$ cat src/sge_pkg.sv
`timescale 1ns / 1ps

package sge_pkg;

  localparam logic [7:0] CH_AMP  = 8'h26;
  localparam logic [7:0] CH_SEMI = 8'h3B;
  localparam logic [7:0] CH_LT   = 8'h3C;
  localparam logic [7:0] CH_GT   = 8'h3E;

  // Longest pending name before it spills as plain text.
  localparam int NAME_MAX   = 4;
  localparam int NAME_LEN_W = $clog2(NAME_MAX + 1);
  localparam int NAME_IDX_W = $clog2(NAME_MAX);

  localparam int ENTITY_COUNT = 52;
  localparam int ENT_IDX_W    = $clog2(ENTITY_COUNT);

  localparam int KEY_CAP = 4;   // bytes in a key slot
  localparam int VAL_CAP = 8;   // bytes in an expansion slot
  localparam int KEY_W   = 8 * KEY_CAP;
  localparam int VAL_W   = 8 * VAL_CAP;
  localparam int KEY_LEN_W = $clog2(KEY_CAP + 1);
  localparam int VAL_LEN_W = $clog2(VAL_CAP + 1);
  localparam int SUB_IDX_W = $clog2(VAL_CAP);

  // Strings are right-justified: the last character sits in the low byte.
  localparam logic [KEY_W-1:0] KEY_ROM [ENTITY_COUNT] = '{
    KEY_W'("Agr"),  KEY_W'("Bgr"),  KEY_W'("Dgr"),  KEY_W'("EEgr"),
    KEY_W'("Egr"),  KEY_W'("Ggr"),  KEY_W'("Igr"),  KEY_W'("KHgr"),
    KEY_W'("Kgr"),  KEY_W'("Lgr"),  KEY_W'("Mgr"),  KEY_W'("Ngr"),
    KEY_W'("OHgr"), KEY_W'("Ogr"),  KEY_W'("PHgr"), KEY_W'("PSgr"),
    KEY_W'("Pgr"),  KEY_W'("Rgr"),  KEY_W'("Sgr"),  KEY_W'("THgr"),
    KEY_W'("Tgr"),  KEY_W'("Ugr"),  KEY_W'("Xgr"),  KEY_W'("Zgr"),
    KEY_W'("agr"),  KEY_W'("amp"),  KEY_W'("bgr"),  KEY_W'("dgr"),
    KEY_W'("eegr"), KEY_W'("egr"),  KEY_W'("ggr"),  KEY_W'("gt"),
    KEY_W'("igr"),  KEY_W'("kgr"),  KEY_W'("khgr"), KEY_W'("lgr"),
    KEY_W'("lt"),   KEY_W'("mgr"),  KEY_W'("ngr"),  KEY_W'("ogr"),
    KEY_W'("ohgr"), KEY_W'("pgr"),  KEY_W'("phgr"), KEY_W'("psgr"),
    KEY_W'("rgr"),  KEY_W'("sfgr"), KEY_W'("sgr"),  KEY_W'("tgr"),
    KEY_W'("thgr"), KEY_W'("ugr"),  KEY_W'("xgr"),  KEY_W'("zgr")
  };

  localparam logic [VAL_W-1:0] VAL_ROM [ENTITY_COUNT] = '{
    VAL_W'("Alpha"),   VAL_W'("Beta"),    VAL_W'("Delta"),   VAL_W'("Eta"),
    VAL_W'("Epsilon"), VAL_W'("Gamma"),   VAL_W'("Iota"),    VAL_W'("Chi"),
    VAL_W'("Kappa"),   VAL_W'("Lambda"),  VAL_W'("Mu"),      VAL_W'("Nu"),
    VAL_W'("Omega"),   VAL_W'("Omicron"), VAL_W'("Phi"),     VAL_W'("Psi"),
    VAL_W'("Pi"),      VAL_W'("Rho"),     VAL_W'("Sigma"),   VAL_W'("Theta"),
    VAL_W'("Tau"),     VAL_W'("Upsilon"), VAL_W'("Xi"),      VAL_W'("Zeta"),
    VAL_W'("alpha"),   VAL_W'("&"),       VAL_W'("beta"),    VAL_W'("delta"),
    VAL_W'("eta"),     VAL_W'("epsilon"), VAL_W'("gamma"),   VAL_W'(">"),
    VAL_W'("iota"),    VAL_W'("kappa"),   VAL_W'("chi"),     VAL_W'("lambda"),
    VAL_W'("<"),       VAL_W'("mu"),      VAL_W'("nu"),      VAL_W'("omicron"),
    VAL_W'("omega"),   VAL_W'("pi"),      VAL_W'("phi"),     VAL_W'("psi"),
    VAL_W'("rho"),     VAL_W'("s"),       VAL_W'("sigma"),   VAL_W'("tau"),
    VAL_W'("theta"),   VAL_W'("upsilon"), VAL_W'("xi"),      VAL_W'("zeta")
  };

  // Steps the back end walks through for one command, in output order.
  typedef enum logic [2:0] {
    PH_AMP,
    PH_NAME,
    PH_BYTE,
    PH_LT,
    PH_VAL,
    PH_GT,
    PH_TAIL
  } sge_phase_e;

  localparam int PH_COUNT = 7;

  typedef struct packed {
    logic                           pend_en;   // '&' then the pending name
    logic                           byte_en;   // the input byte itself
    logic                           match_en;  // '<' expansion '>'
    logic                           tail_en;   // trailing '&' at end of text
    logic                           last;      // final beat of the string
    logic [NAME_MAX-1:0][7:0]       name;
    logic [NAME_LEN_W-1:0]          name_len;
    logic [7:0]                     data;
    logic [ENT_IDX_W-1:0]           ent_idx;
  } sge_cmd_t;

  typedef struct packed {
    logic                 hit;
    logic [ENT_IDX_W-1:0] idx;
  } sge_hit_t;

  function automatic logic [KEY_LEN_W-1:0] key_len(input logic [KEY_W-1:0] k);
    logic [KEY_LEN_W-1:0] n;
    n = '0;
    for (int i = 0; i < KEY_CAP; i++) begin
      if (k[8*i +: 8] != 8'h00) begin
        n = KEY_LEN_W'(i + 1);
      end
    end
    return n;
  endfunction

  function automatic logic [VAL_LEN_W-1:0] val_len(input logic [VAL_W-1:0] v);
    logic [VAL_LEN_W-1:0] n;
    n = '0;
    for (int i = 0; i < VAL_CAP; i++) begin
      if (v[8*i +: 8] != 8'h00) begin
        n = VAL_LEN_W'(i + 1);
      end
    end
    return n;
  endfunction

  function automatic logic [VAL_LEN_W-1:0] ent_val_len(input logic [ENT_IDX_W-1:0] e);
    return val_len(VAL_ROM[e]);
  endfunction

  // Character number idx of the expansion of entry e.
  function automatic logic [7:0] val_byte(input logic [ENT_IDX_W-1:0] e,
                                          input logic [SUB_IDX_W-1:0] idx);
    logic [VAL_W-1:0]     v;
    logic [VAL_LEN_W-1:0] n;
    logic [SUB_IDX_W-1:0] pos;
    v   = VAL_ROM[e];
    n   = val_len(v);
    pos = SUB_IDX_W'(n - VAL_LEN_W'(1) - VAL_LEN_W'(idx));
    return v[{pos, 3'b000} +: 8];
  endfunction

  // Exact, case-sensitive compare against every key in parallel.
  function automatic sge_hit_t lookup(input logic [NAME_MAX-1:0][7:0] name,
                                      input logic [NAME_LEN_W-1:0] len);
    sge_hit_t             r;
    logic [KEY_LEN_W-1:0] kl;
    logic                 same;
    r = '0;
    for (int e = 0; e < ENTITY_COUNT; e++) begin
      kl   = key_len(KEY_ROM[e]);
      same = (kl != '0) && (len == NAME_LEN_W'(kl));
      for (int i = 0; i < KEY_CAP; i++) begin
        if (i < int'(kl) && name[i] != KEY_ROM[e][8*(int'(kl) - 1 - i) +: 8]) begin
          same = 1'b0;
        end
      end
      if (same && !r.hit) begin
        r.hit = 1'b1;
        r.idx = ENT_IDX_W'(e);
      end
    end
    return r;
  endfunction

endpackage

$ cat src/sge_front.sv
`timescale 1ns / 1ps

module sge_front (
  input  logic              clk_i,
  input  logic              rst_ni,
  input  logic              in_valid_i,
  output logic              in_ready_o,
  input  logic [7:0]        in_byte_i,
  input  logic              in_last_i,
  output logic              cmd_valid_o,
  input  logic              cmd_ready_i,
  output sge_pkg::sge_cmd_t cmd_o
);
  import sge_pkg::*;

  logic                     open_q, open_d;
  logic [NAME_LEN_W-1:0]    len_q, len_d;
  logic [NAME_MAX-1:0][7:0] name_q, name_d;
  logic                     accept;
  sge_hit_t                 hit;
  sge_cmd_t                 cmd;

  assign in_ready_o = cmd_ready_i;
  assign accept     = in_valid_i && cmd_ready_i;
  assign hit        = lookup(name_q, len_q);

  always_comb begin
    open_d   = open_q;
    len_d    = len_q;
    name_d   = name_q;
    cmd      = '0;
    cmd.name     = name_q;
    cmd.name_len = len_q;
    cmd.data     = in_byte_i;
    cmd.ent_idx  = hit.idx;
    cmd.last     = in_last_i;

    if (open_q) begin
      if (in_byte_i == CH_SEMI) begin
        if (hit.hit) begin
          cmd.match_en = 1'b1;
        end else begin
          cmd.pend_en = 1'b1;
          cmd.byte_en = 1'b1;
        end
        open_d = 1'b0;
        len_d  = '0;
      end else if (in_byte_i == CH_AMP) begin
        cmd.pend_en = 1'b1;
        len_d       = '0;
      end else if (len_q >= NAME_LEN_W'(NAME_MAX)) begin
        cmd.pend_en = 1'b1;
        cmd.byte_en = 1'b1;
        open_d      = 1'b0;
        len_d       = '0;
      end else begin
        name_d[len_q[NAME_IDX_W-1:0]] = in_byte_i;
        len_d = len_q + NAME_LEN_W'(1);
      end
    end else if (in_byte_i == CH_AMP) begin
      open_d = 1'b1;
      len_d  = '0;
    end else begin
      cmd.byte_en = 1'b1;
    end

    // End of text: flush whatever is still pending, then go idle.
    if (in_last_i) begin
      if (open_d) begin
        if (cmd.pend_en) begin
          cmd.tail_en = 1'b1;
        end else begin
          cmd.pend_en  = 1'b1;
          cmd.name     = name_d;
          cmd.name_len = len_d;
        end
      end
      open_d = 1'b0;
      len_d  = '0;
    end
  end

  assign cmd_o       = cmd;
  assign cmd_valid_o = accept &&
                       (cmd.pend_en || cmd.byte_en || cmd.match_en || cmd.tail_en);

  always_ff @(posedge clk_i or negedge rst_ni) begin
    if (!rst_ni) begin
      open_q <= 1'b0;
      len_q  <= '0;
    end else if (accept) begin
      open_q <= open_d;
      len_q  <= len_d;
    end
  end

  always_ff @(posedge clk_i) begin
    if (accept) begin
      name_q <= name_d;
    end
  end

endmodule

$ cat src/sge_cmd_fifo.sv
`timescale 1ns / 1ps

module sge_cmd_fifo #(
  parameter int DEPTH = 4
) (
  input  logic              clk_i,
  input  logic              rst_ni,
  input  logic              push_i,
  input  sge_pkg::sge_cmd_t cmd_i,
  output logic              full_o,
  input  logic              pop_i,
  output logic              empty_o,
  output sge_pkg::sge_cmd_t cmd_o
);
  import sge_pkg::*;

  localparam int PTR_W = (DEPTH > 1) ? $clog2(DEPTH) : 1;
  localparam int CNT_W = $clog2(DEPTH + 1);

  sge_cmd_t         mem_q [DEPTH];
  logic [PTR_W-1:0] wr_q, wr_d, rd_q, rd_d;
  logic [CNT_W-1:0] cnt_q, cnt_d;
  logic             do_push, do_pop;

  assign full_o  = (cnt_q == CNT_W'(DEPTH));
  assign empty_o = (cnt_q == '0);
  assign do_push = push_i && !full_o;
  assign do_pop  = pop_i && !empty_o;
  assign cmd_o   = mem_q[rd_q];

  always_comb begin
    wr_d  = wr_q;
    rd_d  = rd_q;
    cnt_d = cnt_q;
    if (do_push) begin
      wr_d = (wr_q == PTR_W'(DEPTH - 1)) ? '0 : wr_q + PTR_W'(1);
    end
    if (do_pop) begin
      rd_d = (rd_q == PTR_W'(DEPTH - 1)) ? '0 : rd_q + PTR_W'(1);
    end
    if (do_push && !do_pop) begin
      cnt_d = cnt_q + CNT_W'(1);
    end else if (do_pop && !do_push) begin
      cnt_d = cnt_q - CNT_W'(1);
    end
  end

  always_ff @(posedge clk_i or negedge rst_ni) begin
    if (!rst_ni) begin
      wr_q  <= '0;
      rd_q  <= '0;
      cnt_q <= '0;
    end else begin
      wr_q  <= wr_d;
      rd_q  <= rd_d;
      cnt_q <= cnt_d;
    end
  end

  always_ff @(posedge clk_i) begin
    if (do_push) begin
      mem_q[wr_q] <= cmd_i;
    end
  end

endmodule

$ cat src/sge_back.sv
`timescale 1ns / 1ps

module sge_back (
  input  logic              clk_i,
  input  logic              rst_ni,
  input  logic              cmd_empty_i,
  input  sge_pkg::sge_cmd_t cmd_i,
  output logic              cmd_pop_o,
  output logic              out_valid_o,
  input  logic              out_ready_i,
  output logic [7:0]        out_byte_o,
  output logic              out_last_o
);
  import sge_pkg::*;

  logic                 busy_q, busy_d;
  sge_phase_e           ph_q, ph_d, cur_ph, first_ph, next_ph;
  logic [SUB_IDX_W-1:0] idx_q, idx_d, cur_idx;
  logic [PH_COUNT-1:0]  ph_en;
  logic                 first_found, next_found, stay, done, fire, load;
  logic [VAL_LEN_W-1:0] vlen;
  logic [7:0]           cur_byte;
  logic                 valid_q;
  logic [7:0]           byte_q;
  logic                 last_q;

  assign vlen = ent_val_len(cmd_i.ent_idx);

  always_comb begin
    ph_en          = '0;
    ph_en[PH_AMP]  = cmd_i.pend_en;
    ph_en[PH_NAME] = cmd_i.pend_en && (cmd_i.name_len != '0);
    ph_en[PH_BYTE] = cmd_i.byte_en;
    ph_en[PH_LT]   = cmd_i.match_en;
    ph_en[PH_VAL]  = cmd_i.match_en;
    ph_en[PH_GT]   = cmd_i.match_en;
    ph_en[PH_TAIL] = cmd_i.tail_en;
  end

  // First step of a fresh command.
  always_comb begin
    first_found = 1'b0;
    first_ph    = PH_AMP;
    for (int i = 0; i < PH_COUNT; i++) begin
      if (ph_en[i] && !first_found) begin
        first_found = 1'b1;
        first_ph    = sge_phase_e'(3'(i));
      end
    end
  end

  assign cur_ph  = busy_q ? ph_q : first_ph;
  assign cur_idx = busy_q ? idx_q : '0;

  // Next enabled step after the current one.
  always_comb begin
    next_found = 1'b0;
    next_ph    = PH_AMP;
    for (int i = 0; i < PH_COUNT; i++) begin
      if (ph_en[i] && !next_found && (3'(i) > cur_ph)) begin
        next_found = 1'b1;
        next_ph    = sge_phase_e'(3'(i));
      end
    end
  end

  always_comb begin
    case (cur_ph)
      PH_AMP:  cur_byte = CH_AMP;
      PH_NAME: cur_byte = cmd_i.name[cur_idx[NAME_IDX_W-1:0]];
      PH_BYTE: cur_byte = cmd_i.data;
      PH_LT:   cur_byte = CH_LT;
      PH_VAL:  cur_byte = val_byte(cmd_i.ent_idx, cur_idx);
      PH_GT:   cur_byte = CH_GT;
      PH_TAIL: cur_byte = CH_AMP;
      default: cur_byte = CH_AMP;
    endcase
  end

  always_comb begin
    stay = 1'b0;
    if (cur_ph == PH_NAME) begin
      stay = (NAME_LEN_W'(cur_idx) + NAME_LEN_W'(1)) < cmd_i.name_len;
    end else if (cur_ph == PH_VAL) begin
      stay = (VAL_LEN_W'(cur_idx) + VAL_LEN_W'(1)) < vlen;
    end
  end

  assign done      = !stay && !next_found;
  assign load      = !valid_q || out_ready_i;
  assign fire      = !cmd_empty_i && load;
  assign cmd_pop_o = fire && done;

  always_comb begin
    busy_d = busy_q;
    ph_d   = ph_q;
    idx_d  = idx_q;
    if (fire) begin
      if (stay) begin
        busy_d = 1'b1;
        ph_d   = cur_ph;
        idx_d  = cur_idx + SUB_IDX_W'(1);
      end else if (next_found) begin
        busy_d = 1'b1;
        ph_d   = next_ph;
        idx_d  = '0;
      end else begin
        busy_d = 1'b0;
        idx_d  = '0;
      end
    end
  end

  always_ff @(posedge clk_i or negedge rst_ni) begin
    if (!rst_ni) begin
      busy_q  <= 1'b0;
      ph_q    <= PH_AMP;
      idx_q   <= '0;
      valid_q <= 1'b0;
    end else begin
      busy_q <= busy_d;
      ph_q   <= ph_d;
      idx_q  <= idx_d;
      if (load) begin
        valid_q <= fire;
      end
    end
  end

  always_ff @(posedge clk_i) begin
    if (fire) begin
      byte_q <= cur_byte;
      last_q <= cmd_i.last && done;
    end
  end

  assign out_valid_o = valid_q;
  assign out_byte_o  = byte_q;
  assign out_last_o  = last_q;

endmodule

$ cat src/sgml_entity_expander.sv
`timescale 1ns / 1ps

// The first beat an input byte causes passes through the command queue and the output register.
// Throughput: one input beat per cycle while the queue has room; one output beat per cycle while
// the master is ready; the front keeps taking input while an expansion of up to 9 beats drains.
// The command queue between front and back sets how far input may run ahead of output.
// Reset: asynchronous, active low; clears the pending entity, the queue and the output valid.
module sgml_entity_expander #(
  parameter int QUEUE_DEPTH = 4
) (
  input  logic       clk_i,
  input  logic       rst_ni,
  // Slave side: one text byte per beat.
  input  logic       s_axis_tvalid,
  output logic       s_axis_tready,
  input  logic [7:0] s_axis_tdata,   // [7:0] in_byte
  input  logic       s_axis_tlast,   // end_of_text
  // Master side: one converted byte per beat.
  output logic       m_axis_tvalid,
  input  logic       m_axis_tready,
  output logic [7:0] m_axis_tdata,   // [7:0] out_byte
  output logic       m_axis_tlast    // out_last
);
  import sge_pkg::*;

  sge_cmd_t push_cmd, head_cmd;
  logic     push, full, empty, pop;

  // Front: track the pending entity name, match on ';', and turn each
  // accepted beat into at most one command describing what it emits.
  sge_front u_front (
    .clk_i       (clk_i),
    .rst_ni      (rst_ni),
    .in_valid_i  (s_axis_tvalid),
    .in_ready_o  (s_axis_tready),
    .in_byte_i   (s_axis_tdata),
    .in_last_i   (s_axis_tlast),
    .cmd_valid_o (push),
    .cmd_ready_i (!full),
    .cmd_o       (push_cmd)
  );

  // Hold commands so the front need not wait on a long expansion until the queue fills.
  sge_cmd_fifo #(
    .DEPTH (QUEUE_DEPTH)
  ) u_queue (
    .clk_i   (clk_i),
    .rst_ni  (rst_ni),
    .push_i  (push),
    .cmd_i   (push_cmd),
    .full_o  (full),
    .pop_i   (pop),
    .empty_o (empty),
    .cmd_o   (head_cmd)
  );

  // Back: walk each command one beat at a time into the output register.
  sge_back u_back (
    .clk_i       (clk_i),
    .rst_ni      (rst_ni),
    .cmd_empty_i (empty),
    .cmd_i       (head_cmd),
    .cmd_pop_o   (pop),
    .out_valid_o (m_axis_tvalid),
    .out_ready_i (m_axis_tready),
    .out_byte_o  (m_axis_tdata),
    .out_last_o  (m_axis_tlast)
  );

endmodule

$ cat config.mk
export PLATFORM = sky130hd
export DESIGN_NAME = sgml_entity_expander
export DESIGN_NICKNAME = d
export VERILOG_FILES = /design/src/sge_pkg.sv /design/src/sge_front.sv /design/src/sge_cmd_fifo.sv /design/src/sge_back.sv /design/src/sgml_entity_expander.sv
export SDC_FILE = /design/constraint.sdc
export NUM_CORES = 1
export LEC_CHECK = 0
export BUFFER_PORTS_ARGS = -buffer_cell sky130_fd_sc_hd__buf_2
export CAP_MARGIN = 20
export CORE_MARGIN = 10
export CORE_UTILIZATION = 50
export DETAILED_ROUTE_END_ITERATION = 6
export GPL_TIMING_DRIVEN = 0
export PLACE_DENSITY = 0.68
export SLEW_MARGIN = 20
export SYNTH_ARGS = -nofsm -noshare
export SYNTH_HDL_FRONTEND = slang
export SYNTH_SLANG_ARGS = --single-unit
export TNS_END_PERCENT = 100
$ cat constraint.sdc
create_clock -name clk_i -period 5.99 [get_ports clk_i]
set_input_delay 1.198 -clock clk_i [delete_from_list [all_inputs] [get_ports clk_i]]
set_output_delay 1.198 -clock clk_i [all_outputs]
set_load 0.05 [all_outputs]
## Yosys cells after proc, flatten, opt, wreduce, memory -nomap -nowiden

Memory sizes are Yosys's and may differ from the RTL's.
Cells that the tools add are included.

- Register bits after elaboration: 60
- Word-level logic and storage cells: 582
- Input bits: 13
- Memory bits (writable): 216
- Bits in read-only memories: 4096
- Memories kept: 2

- Muxes and demuxes: 308
- Order comparisons: 14
- Shift operators: 1
- Bitwise logic cells: 1
- Reduce and logical (&&, ||, !) cells: 169
- Eq/ne operators: 63
- $add $sub $neg: 9

Memories:

| memory | depth | width | read ports | clocked after Yosys merged registers in | write ports | RTL line | text |
|---|---|---|---|---|---|---|---|
| (name not given) | 64 | 64 | 1 | 0 | 0 | sge_pkg.sv:121 | `v = VAL_ROM[e];` |
| u_queue.mem_q | 4 | 54 | 1 | 0 | 1 | sge_cmd_fifo.sv:20 | `sge_cmd_t mem_q [DEPTH];` |

Operators with widths:

| operator | count |
|---|---|
| $ne A8 B7 Y1 const B | 50 |
| $mux W7 | 52 |
| $mux W1 | 205 |
| $mux W32 | 4 |
| $mux W64 | 2 |
| $mux W35 | 3 |
| $logic_and A1 B1 Y1 | 82 |
| $logic_not A1 Y1 | 70 |
| $reduce_bool A8 Y1 | 8 |
| $shiftx A64 B7 Y8 | 1 |
| $mux W3 | 20 |
| $pmux W8 S5 | 1 |
| $bwmux W32 | 1 |
| $mux W4 | 7 |
| $mux W2 | 9 |
| $bmux W8 S2 | 1 |
| $demux W8 S2 | 1 |
| $eq A8 B6 Y1 const B | 2 |
| $mux W8 | 2 |
| $eq A3 B2 Y1 const B | 4 |
| $eq A3 B3 Y1 const B | 4 |
| $add A3 B1 Y3 const B | 3 |
| $gt A3 B3 Y1 const A | 3 |
| $ge A7 B7 Y1 const B | 1 |
| 19 further kinds | 29 |

## Depth between registers and ports, before layout

Gate-level depths: netlist of the first run.

- Word-level depth: 172
- Gate-level depth with buffers: 31

## By module

From an unflattened synthesis of the first run, not the netlist that was laid out.

- Cell total of the unflattened synthesis: 1332
- Area total of the unflattened synthesis: 16080.4 µm²

Modules (own cells, without submodules):

| module | instances | cells each | sequential area each (µm²) | area an instance (µm²) |
|---|---|---|---|---|
| sge_cmd_fifo | 1 | 319 | 6661.4 | 8236.6 |
| sge_back | 1 | 597 | 470.5 | 4026.4 |
| sge_front | 1 | 415 | 1061.0 | 3813.7 |
| sgml_entity_expander | 1 | 1 | 0.0 | 3.8 |

## Worst setup path after synthesis of the first run

No wires, ideal clock.

- Kind: flip-flop to flip-flop
- Start point: register u_queue.rd_q[0]
- End point: register u_queue.cnt_q[1]
- Arrival: 5.587 ns
- Setup time: 0.125 ns
- Path slack: 0.278 ns
- Cell stages (with the launch flop): 27
- Cell sequence: dfrtp_1 buf_6 mux4_2 clkbuf_1 clkbuf_1 ha_1 inv_1 ha_1 or4b_1 o2111ai_1 o21ai_0 nor4_1 and3_1 and3_1 o21a_1 ha_1 nor2b_1 o21ai_0 nand3_1 o311ai_1 or3_1 nor2_1 inv_1 ha_1 inv_1 fa_1 mux2_2

- Cells in the longest elaborated chain, start to end: 55

Ends and longest elaborated chain:

| what | RTL line | text |
|---|---|---|
| from (decl) | sge_cmd_fifo.sv:21 | `logic [PTR_W-1:0] wr_q, wr_d, rd_q, rd_d;` |
| from (signal assigned) | sge_cmd_fifo.sv:55 | `rd_q <= rd_d;` |
| $mem_v2 Z4 W54 * | - |  |
| $reduce_bool A3 Y1 / $mux W1 (equally long branches) | sge_back.sv:32, sge_back.sv:45 |  |
| $logic_and A1 B1 Y1 / $logic_not A1 Y1 (equally long branches) | sge_back.sv:32, sge_back.sv:45 |  |
| $logic_and A1 B1 Y1 | sge_back.sv:45 | `if (ph_en[i] && !first_found) begin` |
| $mux W1 | sge_back.sv:45 |  |
| $logic_not A1 Y1 | sge_back.sv:45 |  |
| $logic_and A1 B1 Y1 | sge_back.sv:45 |  |
| $mux W1 | sge_back.sv:45 |  |
| [... 40 more ...] | - |  |
| $logic_not A1 Y1 | sge_back.sv:89 | `assign done = !stay && !next_found;` |
| $logic_and A1 B1 Y1 * | sge_back.sv:89 |  |
| $logic_and A1 B1 Y1 * | sge_back.sv:92 | `assign cmd_pop_o = fire && done;` |
| $logic_and A1 B1 Y1 * | sge_cmd_fifo.sv:28 | `assign do_pop = pop_i && !empty_o;` |
| $logic_not A1 Y1 * | sge_cmd_fifo.sv:41 | `if (do_push && !do_pop) begin` |
| $logic_and A1 B1 Y1 * | sge_cmd_fifo.sv:41 |  |
| $mux W3 * | sge_cmd_fifo.sv:41 |  |
| via u_queue.cnt_d[1] | sge_cmd_fifo.sv:22 | `logic [CNT_W-1:0] cnt_q, cnt_d;` |
| to (signal assigned) | sge_cmd_fifo.sv:56 | `cnt_q <= cnt_d;` |
| to (decl) | sge_cmd_fifo.sv:22 |  |

Mark *: on every way through the listed nets, which the timed path passes. The rest lies on a longest branch. The select of a mux whose other input is x is not followed.
A chain may end at the register's enable or synchronous reset.

## Worst setup path in the final report of the first run

Ends and elaborated chain as after synthesis.

==> flow_metrics.env, run 1 <==
export IMPL_reg2reg_slack_ns=0.12
export IMPL_cts_made_buffers=29
export IMPL_synthFlopType="edfxtp_1"
export IMPL_worst_slack_ns=0.1172
export IMPL_max_slew_margin_rel_pct=24.29
export IMPL_hold_viol=0
export IMPL_clk_path_buf_depth=3
export IMPL_synth_area_top_cells="edfxtp_1 49%, mux4_2 8.6%, mux2_2 5.2%"
export IMPL_drive_gt1_share_pct=25.34
export IMPL_antenna_left=0
export IMPL_cts_tree="yes"
export IMPL_dp_slack_ns=-1.440
export IMPL_setup_violations=0
export IMPL_drtIter0Drc=1340
export IMPL_antenna_found_initial=0
export IMPL_diodes=0
export IMPL_maxCapViolCount=0
export IMPL_final_fill_count=2564
export IMPL_first_pass_iters=6
export IMPL_die_area_um2=39320
export IMPL_r2r_cells=24
export IMPL_worstSetupPathType="reg -> reg"
export IMPL_cp_data_arrival_time_ns=6.31
export IMPL_async_reset_ff_share_pct=6.884
export IMPL_area_delta_synth_final_pct=14.33
export IMPL_track_usage_pct=25.32
export IMPL_cp_start_kind="flop"
export IMPL_grt_pass1_wl_um=75390
export IMPL_ys_seq_elements=276
export IMPL_syn_avg_cell_area_um2=12.19
export IMPL_cp_max_fo=10
export IMPL_synth_top_area_cell="edfxtp_1"
export IMPL_drc=0
export IMPL_mostFrequentLayoutCell="edfxtp_1"
export IMPL_initial_core_util_pct=50.49
export IMPL_grt_max_degree=46
export IMPL_fin_crit_sh_pct=98.04
export IMPL_hold_path_class="reg -> reg"
export IMPL_clock_fmax_mhz=170.3
export IMPL_drv_slew=0
export IMPL_finalNetCount=1439
export IMPL_syn_area_um2=15890
export IMPL_cts_sinks=276
export IMPL_die_y_um=198.3
export IMPL_gp_congestion=0.9927
export IMPL_syn_num_nets=1350
export IMPL_avgViaCountPerCell=6.737
export IMPL_routedWlPerCell_um=27.66
export IMPL_clk_pin_slew_worst_paths_ns=0.06
export IMPL_insertion_delay_ns=0.56
export IMPL_dpl_cell_area_um2=16640
export IMPL_yosysUniqueCellTypes=89
export IMPL_rsz0062_at_grt="yes"
export IMPL_synth_edff_count=257
export IMPL_ios=24
export IMPL_place_detailed_hpwl_um=35970
export IMPL_worstReg2RegEnd="u_queue.cnt_q[1]$_DFFE_PN0P_"
export IMPL_final_cell_mix="257 x edfxtp_1, 102 x nand2_1, 73 x nor2_1, 73 x mux2_2, 66 x a21oi_1"
export IMPL_ys_seq_area_share_pct=51.55
export IMPL_num_vias=12230
export IMPL_required_ns=6.43
export IMPL_yosys_warnings=0
export IMPL_grt_ovfl_total=0
export IMPL_cts_root_buf="clkbuf_16"
export IMPL_port_buffer_count=23
export IMPL_core_um2=31470
export IMPL_final_area_um2=18170
export IMPL_worst_slew_pin_slew_ns=1.127
export IMPL_die_width_um=198.3
export IMPL_yosys_area_top_type_share_pct=48.56
export IMPL_cp_end_kind="flop"
export IMPL_num_rows=65
export IMPL_fin_worst_skew_ns=0.01980
export IMPL_drt_wl_total_um=50210
export IMPL_worstHoldStart="u_queue.cnt_q[2]$_DFFE_PN0P_"
export IMPL_finalCriticalPeriod_ns=5.873
export IMPL_holdPathEnd="u_queue.cnt_q[2]$_DFFE_PN0P_"
export IMPL_syn_instance_count=1304
export IMPL_grt_pass1_vias=11840
export IMPL_cts_htree_levels=1
export IMPL_crit_reg2reg_launch="u_queue.rd_q[0]$_DFFE_PN0P_"
export IMPL_status="completed"
export IMPL_hold_depth=1
## synthesized netlist by cell type, types with 12 or more instances
library cell,instances
edfxtp_1,257
nand2_1,102
nor2_1,77
mux2_2,74
a21oi_1,68
mux4_2,61
o21ai_0,56
clkbuf_1,51
inv_1,32
ha_1,31
nand3_1,29
nor3_1,25
nand2b_1,24
o211ai_1,22
buf_2,20
dfrtp_1,19
nand4_1,19
nor2b_1,18
mux2i_1,17
a31oi_1,16
and2_1,16
a211oi_1,12
and3_1,12
## worst max-delay path, cell delays in order (launching register included)
cell	delay, ns
dfrtp_1	0.37
buf_6	0.15
mux4_2	0.64
buf_12	0.19
buf_4	0.14
ha_2	0.25
mux2i_2	0.50
a32oi_1	0.11
o21ai_0	0.49
nor4_4	0.11
and3_1	0.22
and3_4	0.19
o21a_1	0.19
ha_1	0.27
nor2b_1	0.11
o21ai_1	0.09
nand3_2	0.12
o311ai_4	0.11
or3_4	0.41
nor2_4	0.11
inv_2	0.04
ha_2	0.18
inv_1	0.08
fa_2	0.41
mux2_2	0.26
## state kept, by name, indices dropped and copies added (netlist names)
signal              cells
u_queue.cnt_q           3
u_queue.mem_q         216
u_back.out_last_o       1
u_back.busy_q           1
u_queue.wr_q            2
u_back.idx_q            3
u_back.out_byte_o       8
u_front.name_q         32
u_queue.rd_q            2
u_front.open_q          1
u_front.len_q           3
u_back.ph_q             3
u_back.out_valid_o      1
## logic make-up (layout without fill, tap and decap cells)
family	count (synthesis)	in the layout	share of synthesized area, %
AND/OR/NAND/NOR	420	420	14.38
multiplexers	152	152	14.96
flip-flops	276	276	51.55
XOR/XNOR	7	7	0.3858
AO/OA/AOI/OAI	298	298	12.81
buffers and inverters	118	227	3.228
adder cells (fa/ha/maj)	33	33	2.692
## worst max-delay path by stage
stage                                 from                        endpoint  cells past startpoint
2_1_floorplan  u_queue.rd_q[0]$_DFFE_PN0P_    u_queue.cnt_q[1]$_DFFE_PN0P_                     26
3_3_place_gp   u_queue.rd_q[0]$_DFFE_PN0P_  u_back.out_byte_o[2]$_DFFE_PP_                     23
5_1_grt        u_queue.rd_q[0]$_DFFE_PN0P_    u_queue.cnt_q[1]$_DFFE_PN0P_                     27
3_5_place_dp   u_queue.rd_q[0]$_DFFE_PN0P_  u_back.out_byte_o[6]$_DFFE_PP_                     22
4_1_cts        u_queue.rd_q[0]$_DFFE_PN0P_    u_queue.cnt_q[2]$_DFFE_PN0P_                     27
6_report       u_queue.rd_q[0]$_DFFE_PN0P_    u_queue.cnt_q[1]$_DFFE_PN0P_                     24
## metrics by stage
stage          setup TNS (ns)  instances  utilization [%]  hold slack, ns
2_1_floorplan               0       1304                -          0.4489
3_3_place_gp           -92.87       1729            52.46          0.4754
3_5_place_dp           -14.82       1733            52.86          0.4798
4_1_cts                     0       1797            56.69          0.4953
5_1_grt              -0.04655       1815            57.73          0.5317
6_report                    0       1815            57.73          0.4931
## what timing repair did
item / CTS / global route
setup endpoints to repair: 17 / 8
setup buffers: 15 / 18
resized for setup: 70 / 45
pin swaps: 7 / 16
hold buffers: 0 / 0
## layout make-up
cell class | count | area (um^2) | share of cell area [%]
sequential | 276 | 8193 | 45.09
multi-input combinational | 910 | 7520 | 41.39
clock buffer | 39 | 783.3 | 4.311
tap | 402 | 503.0 | 2.768
buffer | 83 | 479.2 | 2.637
timing repair buffer | 60 | 476.7 | 2.624
inverter | 33 | 137.6 | 0.7575
clock inverter | 12 | 77.57 | 0.4269
## per-layer routing
layer	global-route usage (%)	share of wire (%)	wire [um]	up-vias
met5	0	0	0	-
met4	8.770	3.5	1782	0
met3	3.412	6.8	3394	129
met2	40.88	48	23900	576
met1	34.38	42	21130	6164
li1	-	-	-	5358
Power of run 1 is left out: the tool's default activity adds up to more than one toggle a clock period on the data nets, which glitch-free logic cannot reach.
==> run 2: changes to the inputs <==
--- a/config.mk
+++ b/config.mk
@@ -9,9 +9,10 @@
 export CAP_MARGIN = 20
 export CORE_MARGIN = 10
 export CORE_UTILIZATION = 50
+export CTS_CLUSTER_SIZE = 30
 export DETAILED_ROUTE_END_ITERATION = 6
 export GPL_TIMING_DRIVEN = 0
-export PLACE_DENSITY = 0.68
+export PLACE_DENSITY = 0.73
 export SLEW_MARGIN = 20
 export SYNTH_ARGS = -nofsm -noshare
 export SYNTH_HDL_FRONTEND = slang
==> flow_metrics.env, run 2 (synthesis results as in run 1) <==
export IMPL_status="completed"
export IMPL_cts_hold_buf=0
export IMPL_layout_cells_non_filler=1813
export IMPL_drc=0
export IMPL_core_um2=31470
export IMPL_grt_pass1_vias=12090
export IMPL_hold_path_class="reg -> reg"
export IMPL_die_y_um=198.3
export IMPL_dp_cells=1733
export IMPL_initial_core_util_pct=50.49
export IMPL_die_width_um=198.3
export IMPL_largest_register_ffs=216
export IMPL_drtIter0Drc=1511
export IMPL_crit_reg2reg_launch="u_queue.rd_q[0]$_DFFE_PN0P_"
export IMPL_maxCapViolCount=0
export IMPL_clock_fmax_mhz=167.4
export IMPL_crit_top_cell="buf_2"
export IMPL_area_delta_synth_final_pct=14.93
export IMPL_worst_slew_pin_slew_ns=1.073
export IMPL_worstHoldStart="u_back.out_valid_o$_DFFE_PN0N_"
export IMPL_required_ns=6.27
export IMPL_grt_ovfl_total=0
export IMPL_clk_pin_slew_worst_paths_ns=0.06
export IMPL_r2r_cells=19
export IMPL_mostFrequentLayoutCell="edfxtp_1"
export IMPL_cp_cell_sequence="buf_6, buf_8, mux4_2, buf_2, buf_2, buf_2, o311ai_0, nand4_1, nor4_2, nand4_1, o21ai_0, a21oi_2, ha_1, fa_2, clkbuf_4, nand2_1, o221ai_2, nor2_1, a2111o_1"
export IMPL_reg2reg_slack_ns=0.02
export IMPL_cts_sinks=276
export IMPL_dpl_cell_area_um2=16640
export IMPL_track_usage_pct=25.31
export IMPL_finalNetCount=1436
export IMPL_finalCriticalPeriod_ns=5.974
export IMPL_antenna_found_initial=0
export IMPL_utilization_pct=58.03
export IMPL_largest_register="u_queue.mem_q"
export IMPL_slowest_delay_ns=0.72
export IMPL_first_pass_iters=6
export IMPL_gp_congestion=1.051
export IMPL_final_cell_mix="257 x edfxtp_1, 102 x nand2_1, 73 x mux2_2"
export IMPL_avgViaCountPerCell=6.886
export IMPL_cts_made_buffers=28
export IMPL_cts_tree="yes"
export IMPL_grt_max_degree=48
export IMPL_clk_path_buf_depth=3
export IMPL_holdPathEnd="u_back.out_valid_o$_DFFE_PN0N_"
export IMPL_insertion_delay_ns=0.56
export IMPL_num_vias=12490
export IMPL_cp_max_fo=10
export IMPL_port_buffer_count=23
export IMPL_fin_worst_skew_ns=0.02113
export IMPL_worstSetupPathType="reg -> reg"
export IMPL_drive_gt1_share_pct=25.73
export IMPL_cts_htree_levels=1
export IMPL_drv_slew=0
export IMPL_hold_viol=0
export IMPL_hold_ws_ns=0.4892
export IMPL_setup_violations=0
export IMPL_grt_pass1_wl_um=75580
export IMPL_antenna_left=0
export IMPL_diodes=0
export IMPL_worst_path_max_delay_cell="o311ai_0"
export IMPL_cts_root_buf="clkbuf_16"
export IMPL_cp_data_arrival_time_ns=6.25
export IMPL_drt_wl_total_um=50540
export IMPL_die_area_um2=39320
export IMPL_final_area_um2=18270
export IMPL_cp_end_kind="flop"
export IMPL_num_rows=65
export IMPL_place_detailed_hpwl_um=35510
export IMPL_worstReg2RegEnd="u_back.out_byte_o[6]$_DFFE_PP_"
export IMPL_routedWlPerCell_um=27.88
export IMPL_cp_start_kind="flop"
export IMPL_fin_crit_sh_pct=99.73
export IMPL_hold_depth=2
export IMPL_max_slew_margin_rel_pct=28.50
export IMPL_ios=24
-- run 2: cell types whose count changed in the layout (fill, tap and decap cells not counted), sizes merged --
| cell | previous run | this run |
|---|---|---|
| buf | 96 | 94 |
| bufinv | 0 | 4 |
| clkbuf | 86 | 79 |
| clkinv | 9 | 10 |
| clkinvlp | 4 | 6 |
-- run 2: timing repair --
item,in CTS,in global routing
setup endpoints to repair,18,9
gates cloned,0,0
pin swaps,6,17
resized for setup,66,61
setup buffers,8,24
-- run 2: worst max-delay path by stage --
stage | startpoint | end | slack (ns) | cells past startpoint
floorplan | u_queue.rd_q[0]$_DFFE_PN0P_ | u_queue.cnt_q[1]$_DFFE_PN0P_ | 0.28 | 26
global placement | u_queue.rd_q[0]$_DFFE_PN0P_ | u_back.out_byte_o[6]$_DFFE_PP_ | -1.64 | 22
finish | u_queue.rd_q[0]$_DFFE_PN0P_ | u_back.out_byte_o[6]$_DFFE_PP_ | 0.02 | 19
CTS | u_queue.rd_q[0]$_DFFE_PN0P_ | u_queue.cnt_q[2]$_DFFE_PN0P_ | 0.02 | 30
global route | u_queue.rd_q[0]$_DFFE_PN0P_ | u_back.out_byte_o[6]$_DFFE_PP_ | -0.03 | 21
detailed placement | u_queue.rd_q[0]$_DFFE_PN0P_ | u_back.out_byte_o[6]$_DFFE_PP_ | -1.54 | 22
-- run 2: area by class of cell --
cell class,instances,area [um^2]
flip-flops and latches,276,8193
repair buffers,59,465.4
clock inverters,19,230.2
clock buffers,32,725.7
inverters,33,140.1
multi-input cells,910,7527
well taps,402,503.0
fillers,2509,13210
plain buffers,82,480.5
-- run 2: stage by stage --
step	worst slack (ns)	setup TNS [ns]
5_1_grt	-0.03120	-0.1117
3_3_place_gp	-1.645	-97.63
4_1_cts	0.01673	0
2_1_floorplan	0.2784	0
6_report	0.01619	0
3_5_place_dp	-1.536	-15.57
-- run 2: worst max-delay path, delay by kind of cell (launching register included) --
kind / cells / cell delay (ns)
AO/OA/AOI/OAI: 5 / 1.84
buffers and inverters: 6 / 1.22
adder cells (fa/ha/maj): 2 / 0.87
AND/OR/NAND/NOR: 5 / 0.84
multiplexers: 1 / 0.54
flip-flops: 1 / 0.38
-- run 2: routing by layer --
layer | up-vias | GRT usage [%] | wire (um)
li1 | 5344 | - | -
met4 | 0 | 9.368 | 2110
met5 | - | 0 | 0
met3 | 151 | 4.600 | 4571
met2 | 752 | 40.58 | 23720
met1 | 6238 | 33.65 | 20140
Power of run 2 is left out for the same reason.
